File: config.mk
export PLATFORM = sky130hd
export DESIGN_NAME = vad_utterance_segmenter
export DESIGN_NICKNAME = d
export VERILOG_FILES = /design/src/sv/vus_pkg.sv /design/src/sv/vus_ctrl.sv /design/src/sv/vus_datapath.sv /design/src/sv/vad_utterance_segmenter.sv
export SDC_FILE = /design/constraint.sdc
export NUM_CORES = 1
export LEC_CHECK = 0
export ABC_CLOCK_PERIOD_IN_PS = 6700
export BUFFER_PORTS_ARGS = -buffer_cell sky130_fd_sc_hd__buf_2
export CORE_MARGIN = 10
export CORE_UTILIZATION = 60
export DETAILED_ROUTE_END_ITERATION = 7
export PLACE_DENSITY = 0.83
export SYNTH_ARGS = -nofsm -noshare
export SYNTH_HDL_FRONTEND = slang
export SYNTH_SLANG_ARGS = --single-unit
File: constraint.sdc
create_clock -name clk -period 6.7 [get_ports clk]
set_input_delay 1.005 -clock clk [delete_from_list [all_inputs] [get_ports clk]]
set_output_delay 1.005 -clock clk [all_outputs]
set_load 0.005 [all_outputs]
File: src/sv/vus_pkg.sv
// Shared types and constants of the utterance segmenter.
// Holds the result action codes, the command and status structs that join
// the controller and the datapath, and the ring size limit.
package vus_pkg;

  localparam int MAX_PRESPEECH_FRAMES = 32;
  localparam int RING_W = 6;
  localparam int SLOT_W = 5;
  localparam int CFG_INDEX_W = 2;
  localparam int CFG_DATA_W = 13;
  localparam int TDATA_W = 56;
  localparam int ACTION_W = 3;

  localparam logic [CFG_INDEX_W-1:0] REG_PRESPEECH = 2'd0;
  localparam logic [CFG_INDEX_W-1:0] REG_END_SILENCE = 2'd1;
  localparam logic [CFG_INDEX_W-1:0] REG_HOP = 2'd2;

  localparam logic [ACTION_W-1:0] ACT_OPEN = 3'd0;
  localparam logic [ACTION_W-1:0] ACT_REPLAY = 3'd1;
  localparam logic [ACTION_W-1:0] ACT_WRITE = 3'd2;
  localparam logic [ACTION_W-1:0] ACT_STORE = 3'd3;
  localparam logic [ACTION_W-1:0] ACT_DISPLACED = 3'd4;
  localparam logic [ACTION_W-1:0] ACT_CLOSE = 3'd5;

  localparam logic [2:0] OP_NONE = 3'd0;
  localparam logic [2:0] OP_OPEN = 3'd1;
  localparam logic [2:0] OP_REPLAY = 3'd2;
  localparam logic [2:0] OP_WRITE = 3'd3;
  localparam logic [2:0] OP_STORE = 3'd4;
  localparam logic [2:0] OP_DISPLACED = 3'd5;
  localparam logic [2:0] OP_CLOSE = 3'd6;
  localparam logic [2:0] OP_EOS_CLEAR = 3'd7;

  typedef struct packed {
    logic [2:0] op;
    logic       last;
  } vus_cmd_t;

  typedef struct packed {
    logic in_utterance;
    logic previous_speech;
    logic out_free;
    logic replay_done;
    logic store_displaces;
    logic store_closes;
    logic silence_over_end;
  } vus_status_t;

endpackage

File: src/sv/vus_ctrl.sv
// Controller state machine of the utterance segmenter.
// Takes input transactions and sequences the datapath operations; depends on vus_pkg.
module vus_ctrl (
  input  logic                 clk,
  input  logic                 rst,
  input  logic                 s_tvalid,
  output logic                 s_tready,
  input  logic [7:0]           s_tdata,  // bit 0: speech, bits 7..1: zero
  input  logic                 s_tuser,  // bit 0: kind
  input  vus_pkg::vus_status_t status,
  output vus_pkg::vus_cmd_t    cmd
);
  import vus_pkg::*;

  localparam logic [2:0] ST_IDLE = 3'd0;
  localparam logic [2:0] ST_DECIDE = 3'd1;
  localparam logic [2:0] ST_OPEN = 3'd2;
  localparam logic [2:0] ST_REPLAY = 3'd3;
  localparam logic [2:0] ST_WRITE = 3'd4;
  localparam logic [2:0] ST_STORE = 3'd5;
  localparam logic [2:0] ST_DISPLACED = 3'd6;
  localparam logic [2:0] ST_CLOSE = 3'd7;

  logic [2:0] state;
  logic [2:0] state_next;
  logic       kind;
  logic       speech;

  assign s_tready = (state == ST_IDLE);

  always_ff @(posedge clk) begin
    if (s_tvalid && s_tready) begin
      kind <= s_tuser;
      speech <= s_tdata[0];
    end
  end

  always_ff @(posedge clk) begin
    if (rst) begin
      state <= ST_IDLE;
    end else begin
      state <= state_next;
    end
  end

  always_comb begin
    state_next = state;
    cmd.op = OP_NONE;
    cmd.last = 1'b0;
    case (state)
      ST_IDLE: begin
        if (s_tvalid) begin
          state_next = ST_DECIDE;
        end
      end
      ST_DECIDE: begin
        if (kind) begin
          if (status.in_utterance) begin
            state_next = ST_CLOSE;
          end else begin
            cmd.op = OP_EOS_CLEAR;
            state_next = ST_IDLE;
          end
        end else if (speech) begin
          if (status.previous_speech) begin
            state_next = ST_WRITE;
          end else if (status.in_utterance) begin
            state_next = ST_REPLAY;
          end else begin
            state_next = ST_OPEN;
          end
        end else begin
          state_next = ST_STORE;
        end
      end
      ST_OPEN: begin
        if (status.out_free) begin
          cmd.op = OP_OPEN;
          state_next = ST_REPLAY;
        end
      end
      ST_REPLAY: begin
        if (status.out_free) begin
          cmd.op = OP_REPLAY;
          if (status.replay_done) begin
            state_next = ST_WRITE;
          end
        end
      end
      ST_WRITE: begin
        if (status.out_free) begin
          cmd.op = OP_WRITE;
          cmd.last = 1'b1;
          state_next = ST_IDLE;
        end
      end
      ST_STORE: begin
        if (status.out_free) begin
          cmd.op = OP_STORE;
          cmd.last = !(status.store_displaces || status.store_closes);
          if (status.store_displaces) begin
            state_next = ST_DISPLACED;
          end else if (status.store_closes) begin
            state_next = ST_CLOSE;
          end else begin
            state_next = ST_IDLE;
          end
        end
      end
      ST_DISPLACED: begin
        if (status.out_free) begin
          cmd.op = OP_DISPLACED;
          cmd.last = !status.silence_over_end;
          state_next = status.silence_over_end ? ST_CLOSE : ST_IDLE;
        end
      end
      ST_CLOSE: begin
        if (status.out_free) begin
          cmd.op = OP_CLOSE;
          cmd.last = 1'b1;
          state_next = ST_IDLE;
        end
      end
      default: begin
        state_next = ST_IDLE;
      end
    endcase
  end

endmodule

File: src/sv/vus_datapath.sv
// Datapath of the utterance segmenter: configuration registers, ring and
// utterance counters, saturating sample total and the output register.
// Depends on vus_pkg; driven by the commands of vus_ctrl.
module vus_datapath (
  input  logic                            clk,
  input  logic                            rst,
  input  logic                            cfg_valid,
  input  logic [vus_pkg::CFG_INDEX_W-1:0] cfg_index,
  input  logic [vus_pkg::CFG_DATA_W-1:0]  cfg_data,
  input  vus_pkg::vus_cmd_t               cmd,
  output vus_pkg::vus_status_t            status,
  output logic                            m_tvalid,
  input  logic                            m_tready,
  output logic [vus_pkg::TDATA_W-1:0]     m_tdata,
  output logic [vus_pkg::ACTION_W-1:0]    m_tuser,
  output logic                            m_tlast
);
  import vus_pkg::*;

  logic [RING_W-1:0] prespeech_frames;
  logic [11:0]       end_silence_frames;
  logic [12:0]       hop_samples;

  logic [SLOT_W-1:0] ring_write_slot;
  logic [11:0]       silent_frame_count;
  logic              in_utterance;
  logic              previous_speech;
  logic [15:0]       utterance_counter;
  logic [31:0]       sample_total;
  logic [SLOT_W-1:0] replay_index;
  logic [SLOT_W-1:0] displaced_slot;

  logic [RING_W-1:0] n;
  logic [SLOT_W-1:0] start;
  logic [RING_W-1:0] replay_sum;
  logic [SLOT_W-1:0] replay_slot;
  logic [RING_W-1:0] start_plus;
  logic [SLOT_W-1:0] ring_write_slot_next;
  logic [32:0]       total_sum;
  logic [31:0]       total_added;
  logic [11:0]       silent_count_next;
  logic              emit;

  always_comb begin
    if (prespeech_frames == '0) begin
      n = RING_W'(1);
    end else if (prespeech_frames > RING_W'(MAX_PRESPEECH_FRAMES)) begin
      n = RING_W'(MAX_PRESPEECH_FRAMES);
    end else begin
      n = prespeech_frames;
    end
    start = ({1'b0, ring_write_slot} < n) ? ring_write_slot : '0;
    replay_sum = {1'b0, start} + {1'b0, replay_index};
    replay_slot = (replay_sum >= n) ? SLOT_W'(replay_sum - n) : replay_sum[SLOT_W-1:0];
    start_plus = {1'b0, start} + RING_W'(1);
    ring_write_slot_next = (start_plus >= n) ? '0 : start_plus[SLOT_W-1:0];
    total_sum = {1'b0, sample_total} + {20'd0, hop_samples};
    total_added = total_sum[32] ? '1 : total_sum[31:0];
    silent_count_next = (silent_frame_count == '1) ? silent_frame_count
                                                   : silent_frame_count + 12'd1;
  end

  assign emit = (cmd.op != OP_NONE) && (cmd.op != OP_EOS_CLEAR);

  assign status.in_utterance = in_utterance;
  assign status.previous_speech = previous_speech;
  assign status.out_free = !m_tvalid || m_tready;
  assign status.replay_done = ({1'b0, replay_index} == n - RING_W'(1));
  assign status.store_displaces = in_utterance && (silent_count_next > {6'd0, n});
  assign status.store_closes = in_utterance && (silent_count_next > end_silence_frames);
  assign status.silence_over_end = silent_frame_count > end_silence_frames;

  always_ff @(posedge clk) begin
    if (rst) begin
      prespeech_frames <= RING_W'(10);
      end_silence_frames <= 12'd100;
      hop_samples <= 13'd160;
    end else if (cfg_valid) begin
      case (cfg_index)
        REG_PRESPEECH: prespeech_frames <= cfg_data[RING_W-1:0];
        REG_END_SILENCE: end_silence_frames <= cfg_data[11:0];
        REG_HOP: hop_samples <= cfg_data;
        default: begin
        end
      endcase
    end
  end

  always_ff @(posedge clk) begin
    if (rst) begin
      ring_write_slot <= '0;
      silent_frame_count <= '0;
      in_utterance <= 1'b0;
      previous_speech <= 1'b0;
      utterance_counter <= '0;
      sample_total <= '0;
      replay_index <= '0;
    end else begin
      case (cmd.op)
        OP_OPEN: begin
          utterance_counter <= utterance_counter + 16'd1;
          sample_total <= '0;
        end
        OP_REPLAY: begin
          sample_total <= total_added;
          if (status.replay_done) begin
            replay_index <= '0;
            ring_write_slot <= '0;
            silent_frame_count <= '0;
            in_utterance <= 1'b1;
          end else begin
            replay_index <= replay_index + SLOT_W'(1);
          end
        end
        OP_WRITE: begin
          sample_total <= total_added;
          previous_speech <= 1'b1;
        end
        OP_STORE: begin
          ring_write_slot <= ring_write_slot_next;
          silent_frame_count <= silent_count_next;
          previous_speech <= 1'b0;
        end
        OP_DISPLACED: begin
          sample_total <= total_added;
        end
        OP_CLOSE, OP_EOS_CLEAR: begin
          in_utterance <= 1'b0;
          sample_total <= '0;
          previous_speech <= 1'b0;
        end
        default: begin
        end
      endcase
    end
  end

  always_ff @(posedge clk) begin
    if (cmd.op == OP_STORE) begin
      displaced_slot <= start;
    end
  end

  always_ff @(posedge clk) begin
    if (rst) begin
      m_tvalid <= 1'b0;
    end else if (emit) begin
      m_tvalid <= 1'b1;
    end else if (m_tready) begin
      m_tvalid <= 1'b0;
    end
  end

  always_ff @(posedge clk) begin
    if (emit) begin
      m_tlast <= cmd.last;
      m_tdata[TDATA_W-1:53] <= '0;
      m_tdata[20:5] <= (cmd.op == OP_OPEN) ? utterance_counter + 16'd1 : utterance_counter;
      case (cmd.op)
        OP_OPEN: begin
          m_tuser <= ACT_OPEN;
          m_tdata[4:0] <= '0;
          m_tdata[52:21] <= '0;
        end
        OP_REPLAY: begin
          m_tuser <= ACT_REPLAY;
          m_tdata[4:0] <= replay_slot;
          m_tdata[52:21] <= total_added;
        end
        OP_WRITE: begin
          m_tuser <= ACT_WRITE;
          m_tdata[4:0] <= '0;
          m_tdata[52:21] <= total_added;
        end
        OP_STORE: begin
          m_tuser <= ACT_STORE;
          m_tdata[4:0] <= start;
          m_tdata[52:21] <= sample_total;
        end
        OP_DISPLACED: begin
          m_tuser <= ACT_DISPLACED;
          m_tdata[4:0] <= displaced_slot;
          m_tdata[52:21] <= total_added;
        end
        default: begin
          m_tuser <= ACT_CLOSE;
          m_tdata[4:0] <= '0;
          m_tdata[52:21] <= sample_total;
        end
      endcase
    end
  end

endmodule

File: src/sv/vad_utterance_segmenter.sv
// Utterance segmenter top level: joins the controller and the datapath.
// An item is accepted in IDLE and decided in DECIDE, then loads one result per cycle
// into the output register while it is free (up to 34 results on a speech onset with a
// full ring); a new item is taken only in IDLE, after the last result. Synchronous reset
// restores the register defaults (10, 100, 160) and clears the FSM and counters.
// Depends on vus_pkg, vus_ctrl and vus_datapath.
module vad_utterance_segmenter (
  input  logic                            clk,
  input  logic                            rst,
  input  logic                            s_tvalid,
  output logic                            s_tready,
  input  logic [7:0]                      s_tdata,  // bit 0: speech, bits 7..1: zero
  input  logic                            s_tuser,  // bit 0: kind
  output logic                            m_tvalid,
  input  logic                            m_tready,
  // bits 4..0: slot, 20..5: utterance_number, 52..21: utterance_samples, 55..53: zero
  output logic [vus_pkg::TDATA_W-1:0]     m_tdata,
  output logic [vus_pkg::ACTION_W-1:0]    m_tuser,  // bits 2..0: action
  output logic                            m_tlast,
  input  logic                            cfg_valid,
  output logic                            cfg_ready,
  input  logic [vus_pkg::CFG_INDEX_W-1:0] cfg_index,
  input  logic [vus_pkg::CFG_DATA_W-1:0]  cfg_data
);
  import vus_pkg::*;

  vus_cmd_t    cmd;
  vus_status_t status;

  assign cfg_ready = 1'b1;

  vus_ctrl u_ctrl (
    .clk      (clk),
    .rst      (rst),
    .s_tvalid (s_tvalid),
    .s_tready (s_tready),
    .s_tdata  (s_tdata),
    .s_tuser  (s_tuser),
    .status   (status),
    .cmd      (cmd)
  );

  vus_datapath u_datapath (
    .clk       (clk),
    .rst       (rst),
    .cfg_valid (cfg_valid),
    .cfg_index (cfg_index),
    .cfg_data  (cfg_data),
    .cmd       (cmd),
    .status    (status),
    .m_tvalid  (m_tvalid),
    .m_tready  (m_tready),
    .m_tdata   (m_tdata),
    .m_tuser   (m_tuser),
    .m_tlast   (m_tlast)
  );

endmodule
## Word level (Yosys, flattened, before mapping)

Cells that the tools add are included.

- Bits in registers: 171
- Input bits: 29
- Output and inout bits: 63
- Word-level logic and storage cells: 137

- Add/sub/neg operators: 8
- Magnitude comparators: 7
- Eq/ne operators: 27
- Muxes and demuxes: 48
- Reduce and logical (&&, ||, !) cells: 29

Operators with widths:

| operator | count |
|---|---|
| $pmux W32 S2 | 2 |
| $mux W3 | 17 |
| $pmux W3 S7 | 2 |
| $add A32 B13 Y33 | 1 |
| $mux W32 | 1 |
| $mux W5 | 5 |
| $eq A3 B3 Y1 const B | 8 |
| $gt A12 B12 Y1 | 2 |
| $mux W12 | 2 |
| $pmux W12 S2 | 1 |
| $add A16 B1 Y16 const B | 1 |
| $mux W16 | 1 |
| $pmux W3 S5 | 1 |
| $pmux W5 S3 | 1 |
| $ne A2 B2 Y1 const B | 7 |
| $add A12 B1 Y12 const B | 1 |
| $eq A12 B12 Y1 const B | 1 |
| $eq A3 B2 Y1 const B | 4 |
| $ge A6 B6 Y1 | 2 |
| $gt A12 B6 Y1 | 1 |
| $mux W4 | 3 |
| $mux W6 | 2 |
| $pmux W5 S2 | 1 |
| $reduce_and A2 Y1 | 5 |
| 28 further kinds | 47 |

## Longest topological paths before layout

Gate-level depths: netlist of run 1.

- Depth in word-level cells: 13
- Depth in mapped cells: 21

## Cells and area by module

Synthesis of run 1 repeated with hierarchy kept, for this count alone.

- Cells, all modules: 1091
- Area, all modules: 9912.0 µm²

Modules (own cells, without submodules):

| module | times used | cells each | area each (µm²) | sequential area each (µm²) |
|---|---|---|---|---|
| vus_datapath | 1 | 1031 | 9421.5 | 3943.8 |
| vus_ctrl | 1 | 58 | 479.2 | 120.1 |
| vad_utterance_segmenter | 1 | 2 | 11.3 | 0.0 |

## Worst setup path before layout of run 1

Ideal clock, no wire load.

- Path kind: reg2reg
- From: register u_datapath.prespeech_frames[5]
- To: register u_datapath.m_tdata[3] (netlist name), data pin
- Library setup time: 0.261 ns
- Data arrival time: 4.388 ns
- Path slack: 2.052 ns
- Cell stages (with the launch flop): 21
- Path buffers: 0
- Cell sequence: dfxtp_1 -> clkinv_1 -> nand2_1 -> ha_1 -> a21o_1 -> a21o_1 -> o21ai_0 -> nand2_1 -> inv_1 -> ha_1 -> nand3_1 -> mux2i_1 -> a311oi_1 -> xnor2_1 -> ha_1 -> o21ai_0 -> nand2b_1 -> a221o_1 -> a21oi_1 -> o31ai_1 -> a221o_1

- Longest elaborated chain between the ends: 9

Ends and longest elaborated chain:

| element | RTL line | text |
|---|---|---|
| from (decl) | vus_datapath.sv:20 | `logic [RING_W-1:0] prespeech_frames;` |
| from (signal assigned) | vus_datapath.sv:80 | `REG_PRESPEECH: prespeech_frames <= cfg_data[RING_W-1:0];` |
| $gt A6 B6 Y1 | vus_datapath.sv:47 | `end else if (prespeech_frames > RING_W'(MAX_PRESPEECH_FRAMES)) begin` |
| $mux W6 | vus_datapath.sv:47 |  |
| $mux W6 * | vus_datapath.sv:45 | `if (prespeech_frames == '0) begin` |
| $lt A5 B6 Y1 * | vus_datapath.sv:52 | `start = ({1'b0, ring_write_slot} < n) ? ring_write_slot : '0;` |
| $mux W5 * | vus_datapath.sv:52 |  |
| named net u_datapath.start[2] | vus_datapath.sv:34 | `logic [SLOT_W-1:0] start;` |
| $add A5 B5 Y6 * | vus_datapath.sv:53 | `replay_sum = {1'b0, start} + {1'b0, replay_index};` |
| $sub A5 B5 Y5 or $ge A6 B6 Y1 (tied branches) | vus_datapath.sv:54 | `replay_slot = (replay_sum >= n) ? SLOT_W'(replay_sum - n) : replay_sum[SLOT_W-1:0];` |
| $mux W5 * | vus_datapath.sv:54 |  |
| $pmux W5 S3 * | vus_datapath.sv:159 | `case (cmd.op)` |
| to (decl) | vus_datapath.sv:14 | `output logic [vus_pkg::TDATA_W-1:0] m_tdata,` |

The timed path passes the listed nets; every way through them passes the cells marked *.
A chain may end at the register's enable or synchronous reset.

## Final worst setup path of run 1

- From: register u_datapath.prespeech_frames[5]
- To: register u_datapath.m_tdata[4] (netlist name), data pin

The elaborated chain is that of the path after synthesis.

==> results of run 1 <==
[power by group through the flow]
stage | sequential (mW) | clock (mW) | combinational (mW)
3_5_place_dp | 1.39 | 0 | 0.717
3_3_place_gp | 1.38 | 0 | 0.698
5_1_grt | 1.38 | 1.01 | 0.805
6_report | 1.37 | 0.955 | 0.714
4_1_cts | 1.36 | 0.965 | 0.721
2_1_floorplan | 1.39 | 0 | 0.419
[flip-flops by register name, summed over array words and instances, names as in the netlist, 3 cells and up]
name and flops:
u_datapath.sample_total 32, u_datapath.m_tdata 53, u_ctrl.state 3, u_datapath.ring_write_slot 5, u_datapath.m_tuser 3, u_datapath.hop_samples 13, u_datapath.replay_index 5, u_datapath.displaced_slot 5
u_datapath.silent_frame_count 12, u_datapath.utterance_counter 16, u_datapath.end_silence_frames 12, u_datapath.prespeech_frames 6
[worst paths after layout]
check                                         from                               end  slack, ns  depth (start not counted)
setup / recovery    u_datapath.prespeech_frames[5]             u_datapath.m_tdata[4]       0.91                         20
hold reg to reg   u_datapath.end_silence_frames[1]  u_datapath.end_silence_frames[1]       0.46                          2
hold / removal    u_datapath.end_silence_frames[1]  u_datapath.end_silence_frames[1]       0.46                          2
setup reg to reg    u_datapath.prespeech_frames[5]             u_datapath.m_tdata[4]       0.91                         20
[through the flow]
stage          cell area [µm²]  instances
6_report                 10890       1401
3_3_place_gp             10320       1368
4_1_cts                  10880       1400
3_5_place_dp             10320       1368
5_1_grt                  10880       1400
2_1_floorplan             9796       1114
[routing by layer]
layer,up-vias,routed length [µm]
met5,-,0
met4,0,569
met3,48,1853
met2,357,10660
met1,3970,10480
li1,4137,-
[logic make-up after synthesis]
logic type	after synthesis	synth area share
adders and majority gates	72	0.09357
and+or+nand+nor	432	0.2173
buffers and inverters	96	0.03937
muxes	12	0.01278
other	2	0.0007673
xor gates and xnor gates	50	0.04474
AOI/OAI and AO/OA	277	0.1763
DFF	171	0.4152
[critical path, cell delays in order (launching register included)]
cell and delay, ns:
dfxtp_1 0.38, clkinv_1 0.32, nand2_1 0.31, ha_1 0.29, a21o_1 0.16, a21o_1 0.19, o21ai_0 0.56, nand2_1 0.28
inv_1 0.17, ha_1 0.28, nand3b_1 0.10, mux2i_1 0.08, a311oi_1 0.39, xnor2_1 0.23, ha_1 0.33, o21ai_0 0.10
nand2b_1 0.11, a221o_1 0.30, a21oi_1 0.52, o31ai_1 0.19, a211o_1 0.26
[cells in the mapped netlist, drive strengths merged (9+ instances only)]
cell,number
nand2,148
dfxtp,107
a21oi,93
o21ai,78
nor2,71
ha,70
edfxtp,64
nand3,54
inv,46
clkbuf,40
and2,29
xnor2,28
nand4,27
xor2,22
nor3,21
nor2b,19
a21o,14
a22o,14
and3,14
nand2b,14
or3,12
a31oi,9
[final cells by class]
cell class                 count  share of cell area
antenna                        1           0.0002299
clock inverter                14             0.01264
sequential                   171              0.3733
clock buffer                  18             0.03942
tap                          216             0.02482
inverter                      48             0.01655
timing repair buffer          86             0.04091
multi-input combinational    847              0.4921
==> results.tsv, run 1 <==
metric	value	unit
status	complete, no violations	
initial antenna violation count	0	
1st-pass router iterations	6	
Pint	2.043	mW
GR Util met2	0.3318	
met3 Use GR	0.04579	
fin util	0.6829	
most frequent cells in the layout	nand2_1 (146), dfxtp_1 (107), a21oi_1 (91)	
clk_skew	0.007749	ns
Clock power frac	0.315	
Core Region	15940	µm²
P_sw	0.9915	mW
EDFF count, synth	64	
vias in the first global route	7923	
critical path class	reg -> reg	
Final period util	0.8636	
H-Tree Depth	4	
library cells used by synthesis	75	
Leakage	4.419	nW
GR Util met1	0.2875	
drt wl/cell	16.82	µm
Setup-failing EPs final	0	
Layout Nets	1272	
RD Place Congestion	0.9033	
share of cells above drive strength 1	0.1199	
Final Hold Viols	0	
CTS hold repair buffers	0	
vias post-DR	8512	
hold_ws	0.4593	ns
Reg power frac	0.450	
clk root buf	clkbuf_16	
Sw Ratio	0.3267	
critical path capture point type	register	
Tot Pwr	3.034	mW
worst setup margin	0.9141	ns
Clock Latency Late Sink	0.44	ns
class of the worst hold path	reg -> reg	
Max Cap Violations	0	
total track usage	0.2152	
Iter 0 DRT Violations	1018	
top-area cell type share of the netlist area	0.2188	
maximum VDD drop	0.2351	mV
CTS Buf Count	17	
Area Growth Syn to Fin	11.22	%
global-route wire length before repair	39.19	mm
Yosys reg bits	171	
die footprint	21820	µm²
syn avg cell area	8.802	µm²
I/O Buffers	80	
Slew Limit Fails	0	
Setup TNS	0	ns
FFs w/ async S/R, synth	0	
post-synthesis sequential area ratio	0.4152	
Slew HR	0.1985	
drt total wl	23.56	mm
Multi-input gate area	5358	µm²
PD cells	278.7	nW/µm²
grt ovf	0	
Tightest Pin Transition	1.195	ns
RSZ-0062 raised after global routing	no	
largest net degree at the start of global routing	60	
post-cts sizing count	0	
Post-CTS Setup Inserts	0	
crit path time final	5.786	ns
Yosys top cell by area	dfxtp_1	
CTS tree	yes	
worst path required time	6.89	ns
Fillers	1312	
DP Worst Slack	1.058	ns
Vias/cell	6.076	
FP Rows	46	
Initial Util	0.6140	
maximum achievable frequency	172.8	MHz
post-DP HPWL	16.69	mm
busiest grt layer	met2	
io pins	92	
Worst setup SP type	register	
worst-path fanout max	12	
FF/Latch Area	4064	µm²
clock sinks	171	
worst path arrival time	5.98	ns
post-route ant nets	0	
maximum clock path buffer count	2	
number of remaining DRC errors	0	
post-synthesis cell area	9788	µm²
proportion of power drawn by combinational gates	0.235	
Die Y-Extent	147.7	µm
commonest non-fill, non-tap cell in the layout	nand2_1	
ys flop type	dfxtp_1	
synth warn	0	
Reg clk slew, reported paths	0.07	ns
Gate Count Post-Synth	1112	
Die Width	147.7	µm
largest cells by area after synthesis	dfxtp_1 (22%), edfxtp_1 (20%), ha_1 (8.9%)	
Power figures use the tool's default switching activity.
==> run 2: changes to the inputs <==
--- a/config.mk
+++ b/config.mk
@@ -7,9 +7,11 @@
 export LEC_CHECK = 0
 export ABC_CLOCK_PERIOD_IN_PS = 6700
 export BUFFER_PORTS_ARGS = -buffer_cell sky130_fd_sc_hd__buf_2
+export CAP_MARGIN = 20
 export CORE_MARGIN = 10
 export CORE_UTILIZATION = 60
 export DETAILED_ROUTE_END_ITERATION = 7
+export MAX_ROUTING_LAYER = met4
 export PLACE_DENSITY = 0.83
 export SYNTH_ARGS = -nofsm -noshare
 export SYNTH_HDL_FRONTEND = slang
==> results.tsv, run 2 (synthesized netlist as in run 1, its figures left out) <==
metric	value	unit
status	complete, no violations	
die footprint	21820	µm²
Max Cap Violations	0	
RSZ-0062 raised after global routing	no	
most used cell, CP	ha_1	
Setup TNS	0	ns
CTS tree	yes	
I/O Buffers	80	
P_sw	0.9868	mW
H-Tree Depth	4	
Clock Latency Late Sink	0.44	ns
worst path arrival time	5.94	ns
setup slack, reg-to-reg	0.94	ns
Vias/cell	6.047	
Tightest Pin Transition	0.9819	ns
Clock power frac	0.323	
post-DP HPWL	16.65	mm
Biggest register	u_datapath.m_tdata	
share of cells above drive strength 1	0.1223	
Slew HR	0.3410	
Hold Path End	u_datapath.end_silence_frames[4]	
1st-pass router iterations	6	
critical path capture point type	register	
clk root buf	clkbuf_16	
Multi-input gate area	5358	µm²
FP Rows	46	
Die Width	147.7	µm
max reg flops	53	
Pint	2.082	mW
Fillers	1351	
Final Hold Viols	0	
Placed Area	10320	µm²
clk_skew	0.008345	ns
Slew Limit Fails	0	
FF-to-FF End	u_datapath.m_tdata[4]	
crit-path cells	clkinv_1 > nand2_1 > ha_1 > a21o_1 > a21o_1 > o21ai_0 > nand2_1 > inv_1 > ha_1 > nand3_1 > mux2i_1 > a311oi_1 > xnor2_1 > ha_1 > o21ai_0 > nand2b_1 > a221o_1 > a21oi_1 > o31ai_1 > a211o_1	
initial antenna violation count	0	
largest net degree at the start of global routing	60	
vias in the first global route	8009	
critical path class	reg -> reg	
r2r worst-path depth	20	
Setup-failing EPs final	0	
Worst setup SP type	register	
number of remaining DRC errors	0	
RR Startpoint	u_datapath.prespeech_frames[5]	
Iter 0 DRT Violations	887	
min-delay src	u_datapath.end_silence_frames[4]	
class of the worst hold path	reg -> reg	
worst-path fanout max	12	
Worst path slowest cell	o21ai_0	
Reg power frac	0.444	
hold_ws	0.4587	ns
Sw Ratio	0.3215	
Core Region	15940	µm²
biggest regs	u_datapath.m_tdata: 53 flops, u_datapath.sample_total: 32 flops, u_datapath.utterance_counter: 16 flops	
total track usage	0.2227	
Area Growth Syn to Fin	11.57	%
post-route ant nets	0	
Leakage	4.457	nW
Reg clk slew, reported paths	0.07	ns
PD cells	281.0	nW/µm²
DP Worst Slack	1.133	ns
proportion of power drawn by combinational gates	0.234	
Post-CTS Setup Inserts	0	
worst setup margin	0.9415	ns
maximum clock path buffer count	2	
most frequent cells in the layout	nand2_1 (146), dfxtp_1 (107), a21oi_1 (91)	
Initial Util	0.6140	
CTS hold repair buffers	0	
worst path required time	6.88	ns
post-cts sizing count	0	
drt wl/cell	16.79	µm
FF/Latch Area	4064	µm²
global-route wire length before repair	39.32	mm
io pins	92	
WHS Path Cells	2	
crit path time final	5.759	ns
clock sinks	171	
RD Place Congestion	0.9129	
grt ovf	0	
Tot Pwr	3.069	mW
Final Cell Area	10920	µm²
drt total wl	23.56	mm
vias post-DR	8484	
maximum achievable frequency	173.7	MHz
maximum VDD drop	0.2451	mV
Layout Nets	1274	
Final period util	0.8595	
CTS Buf Count	17	
slowest stage delay, CP	0.52	ns
Die Y-Extent	147.7	µm
commonest non-fill, non-tap cell in the layout	nand2_1	
[run 2: changes by cell type in the layout (fill, tap and decap cells not counted), sizes merged]
cell      change
bufinv        +1
clkinv        +3
buf           +1
clkinvlp      -4
clkbuf        +1
[run 2: worst max path at each step]
stage / startpoint / end / slack [ns] / depth (start not counted)
5_1_grt: u_datapath.prespeech_frames[5] / u_datapath.m_tdata[4] / 0.44 / 20
2_1_floorplan: u_datapath.prespeech_frames[5] / u_datapath.m_tdata[3] / 2.05 / 20
6_report: u_datapath.prespeech_frames[5] / u_datapath.m_tdata[4] / 0.94 / 20
4_1_cts: u_datapath.prespeech_frames[5] / u_datapath.m_tdata[4] / 1.11 / 20
3_3_place_gp: u_datapath.prespeech_frames[5] / u_datapath.m_tdata[4] / 1.20 / 20
3_5_place_dp: u_datapath.prespeech_frames[5] / u_datapath.m_tdata[4] / 1.13 / 20
[run 2: cell type report]
cell class / count / share of cell area
multi-input combinational: 847 / 0.4906
sequential: 171 / 0.3721
clock inverter: 14 / 0.01478
tap: 216 / 0.02475
clock buffer: 18 / 0.03930
inverter: 48 / 0.01650
antenna: 1 / 0.0002291
timing repair buffer: 88 / 0.04170
[run 2: through the flow]
step | utilization | std cells
2_1_floorplan | - | 1114
3_3_place_gp | 0.6472 | 1368
3_5_place_dp | 0.6472 | 1368
4_1_cts | 0.6842 | 1400
5_1_grt | 0.6848 | 1402
6_report | 0.6850 | 1403
[run 2: worst max-delay path: cells and delay by family (launching register included)]
family,cells,cell delay (ns)
multiplexers,1,0.07
flip-flops,1,0.39
AO/OA/AOI/OAI,9,2.63
AND/OR/NAND/NOR,4,0.80
adder cells (fa/ha/maj),3,0.90
buffers and inverters,2,0.48
XOR/XNOR,1,0.23
[run 2: routing by layer]
metal,wire [µm],up-vias,GRT usage
met1,10520,3974,0.2907
li1,-,4130,-
met2,10700,345,0.3390
met3,1980,35,0.05433
met4,359,0,0.06145
met5,0,-,-
[run 2: power groups by stage]
stage          sequential [mW]  clock, mW  combinational [mW]
2_1_floorplan             1.39          0               0.419
3_3_place_gp              1.38          0               0.698
3_5_place_dp              1.38          0               0.719
4_1_cts                   1.36      0.997               0.725
5_1_grt                   1.38       1.04               0.802
6_report                  1.36      0.990               0.717
==> run 3: changes to the inputs <==
--- a/config.mk
+++ b/config.mk
@@ -9,10 +9,10 @@
 export BUFFER_PORTS_ARGS = -buffer_cell sky130_fd_sc_hd__buf_2
 export CAP_MARGIN = 20
 export CORE_MARGIN = 10
-export CORE_UTILIZATION = 60
+export CORE_UTILIZATION = 45
 export DETAILED_ROUTE_END_ITERATION = 7
 export MAX_ROUTING_LAYER = met4
-export PLACE_DENSITY = 0.83
+export PLACE_DENSITY = 0.65
 export SYNTH_ARGS = -nofsm -noshare
 export SYNTH_HDL_FRONTEND = slang
 export SYNTH_SLANG_ARGS = --single-unit
==> results.tsv, run 3 (synthesized netlist as in run 1, its figures left out) <==
metric	value	unit
r2r worst-path depth	20	
Vias/cell	5.653	
post-cts sizing count	0	
Layout Nets	1275	
Tot Pwr	3.105	mW
Slew Limit Fails	0	
global-route wire length before repair	40.39	mm
Setup TNS	0	ns
vias post-DR	8271	
Clock Latency Late Sink	0.44	ns
CTS Buf Count	17	
most frequent cells in the layout	nand2_1 (146), dfxtp_1 (107), a21oi_1 (91)	
H-Tree Depth	4	
max reg flops	53	
Inst Count DP	1429	
worst setup margin	0.8559	ns
worst path required time	6.89	ns
vias in the first global route	8037	
share of cells above drive strength 1	0.1238	
Setup-failing EPs final	0	
Biggest register	u_datapath.m_tdata	
CTS tree	yes	
grt ovf	0	
crit-path cells	clkinv_1 > nand2_1 > ha_1 > a21o_1 > a21o_1 > o21ai_0 > nand2_1 > inv_1 > ha_1 > nand3b_1 > mux2i_1 > a311oi_1 > xnor2_1 > ha_1 > o21ai_0 > nand2b_1 > a221o_1 > a21oi_1 > o31ai_1 > a211o_1	
status	complete, no violations	
Slew HR	0.2859	
clock sinks	171	
Placed Area	10410	µm²
worst-path fanout max	12	
critical path class	reg -> reg	
DP Worst Slack	0.9877	ns
Core Region	21220	µm²
biggest regs	u_datapath.m_tdata: 53 flops, u_datapath.sample_total: 32 flops, u_datapath.utterance_counter: 16 flops	
maximum achievable frequency	171.1	MHz
post-DP HPWL	17.42	mm
die footprint	28050	µm²
Area Growth Syn to Fin	12.58	%
Die Y-Extent	167.5	µm
total track usage	0.1763	
Worst setup SP type	register	
number of remaining DRC errors	0	
drt total wl	24.20	mm
Final Hold Viols	0	
io pins	92	
fin util	0.5193	
Iter 0 DRT Violations	461	
maximum clock path buffer count	2	
crit path time final	5.844	ns
Max Cap Violations	0	
Fillers	2043	
Final period util	0.8723	
Die Width	167.5	µm
clk root buf	clkbuf_16	
CP top delay family	compound AO/OA/AOI/OAI gates	
most used cell, CP	ha_1	
FP Rows	53	
Final Cell Area	11020	µm²
clk_skew	0.01016	ns
hold_ws	0.4567	ns
critical path capture point type	register	
Post-CTS Setup Inserts	0	
Leakage	4.465	nW
drt wl/cell	16.54	µm
largest net degree at the start of global routing	60	
initial antenna violation count	1	
worst path arrival time	6.03	ns
Reg clk slew, reported paths	0.07	ns
commonest non-fill, non-tap cell in the layout	nand2_1	
I/O Buffers	80	
post-route ant nets	0	
Tightest Pin Transition	1.064	ns
CTS hold repair buffers	0	
Post-Layout Cell Count	1463	
RD Place Congestion	0.8547	
Worst path slowest cell	o21ai_0	
1st-pass router iterations	5	
WP depth	20	
Crit path buffers/inverters	2	
WHS Path Cells	2	
Initial Util	0.4613	
class of the worst hold path	reg -> reg	
slowest stage delay, CP	0.58	ns
maximum VDD drop	0.1327	mV
PD cells	281.7	nW/µm²
RSZ-0062 raised after global routing	no	
==> run 3: cell types whose count changed in the layout (fill, tap and decap cells not counted) <==
cell,previous run,this run
clkbuf_1,1,0
buf_4,6,8
clkinv_4,3,1
clkinv_2,2,1
clkbuf_4,0,1
buf_2,81,80
clkbuf_2,1,0
clkinvlp_4,1,2
inv_6,4,5
inv_8,2,4
==> run 3: worst register-to-register path, cell delays in order (launching register included) <==
cell,delay [ns]
dfxtp_1,0.37
clkinv_1,0.32
nand2_1,0.34
ha_1,0.30
a21o_1,0.16
a21o_1,0.19
o21ai_0,0.58
nand2_1,0.28
inv_1,0.17
ha_1,0.28
nand3b_1,0.10
mux2i_1,0.08
a311oi_1,0.42
xnor2_1,0.24
ha_1,0.33
o21ai_0,0.10
nand2b_1,0.12
a221o_1,0.30
a21oi_1,0.48
o31ai_1,0.16
a211o_1,0.25
==> run 3: cell type report <==
cell class              count  area, µm²  area share
diodes                      1      2.502   0.0002271
clock buffers              17      425.4     0.03861
clock inverters            15      177.7     0.01612
inverters                  48      180.2     0.01635
multi-input cells         847       5358      0.4862
flip-flops and latches    171       4064      0.3688
well taps                 275      344.1     0.03123
repair buffers             89      467.9     0.04247
==> run 3: final timing paths <==
path	start	to	slack (ns)
setup / recovery	u_datapath.prespeech_frames[5]	u_datapath.m_tdata[4]	0.86
hold / removal	u_datapath.end_silence_frames[7]	u_datapath.end_silence_frames[7]	0.46
setup reg to reg	u_datapath.prespeech_frames[5]	u_datapath.m_tdata[4]	0.86
hold reg to reg	u_datapath.end_silence_frames[7]	u_datapath.end_silence_frames[7]	0.46
==> run 3: power breakdown <==
group	switching, mW	internal (mW)
logic	0.487	0.235
registers	0.0720	1.29
clock network	0.457	0.565
==> run 3: routing by layer <==
layer	GRT usage	vias up	share of wire	wire length (µm)
li1	-	4129	-	-
met1	0.2300	3900	0.48	11600
met2	0.2689	209	0.45	10830
met3	0.03909	33	0.057	1381
met4	0.05223	0	0.016	392
met5	-	-	0	0
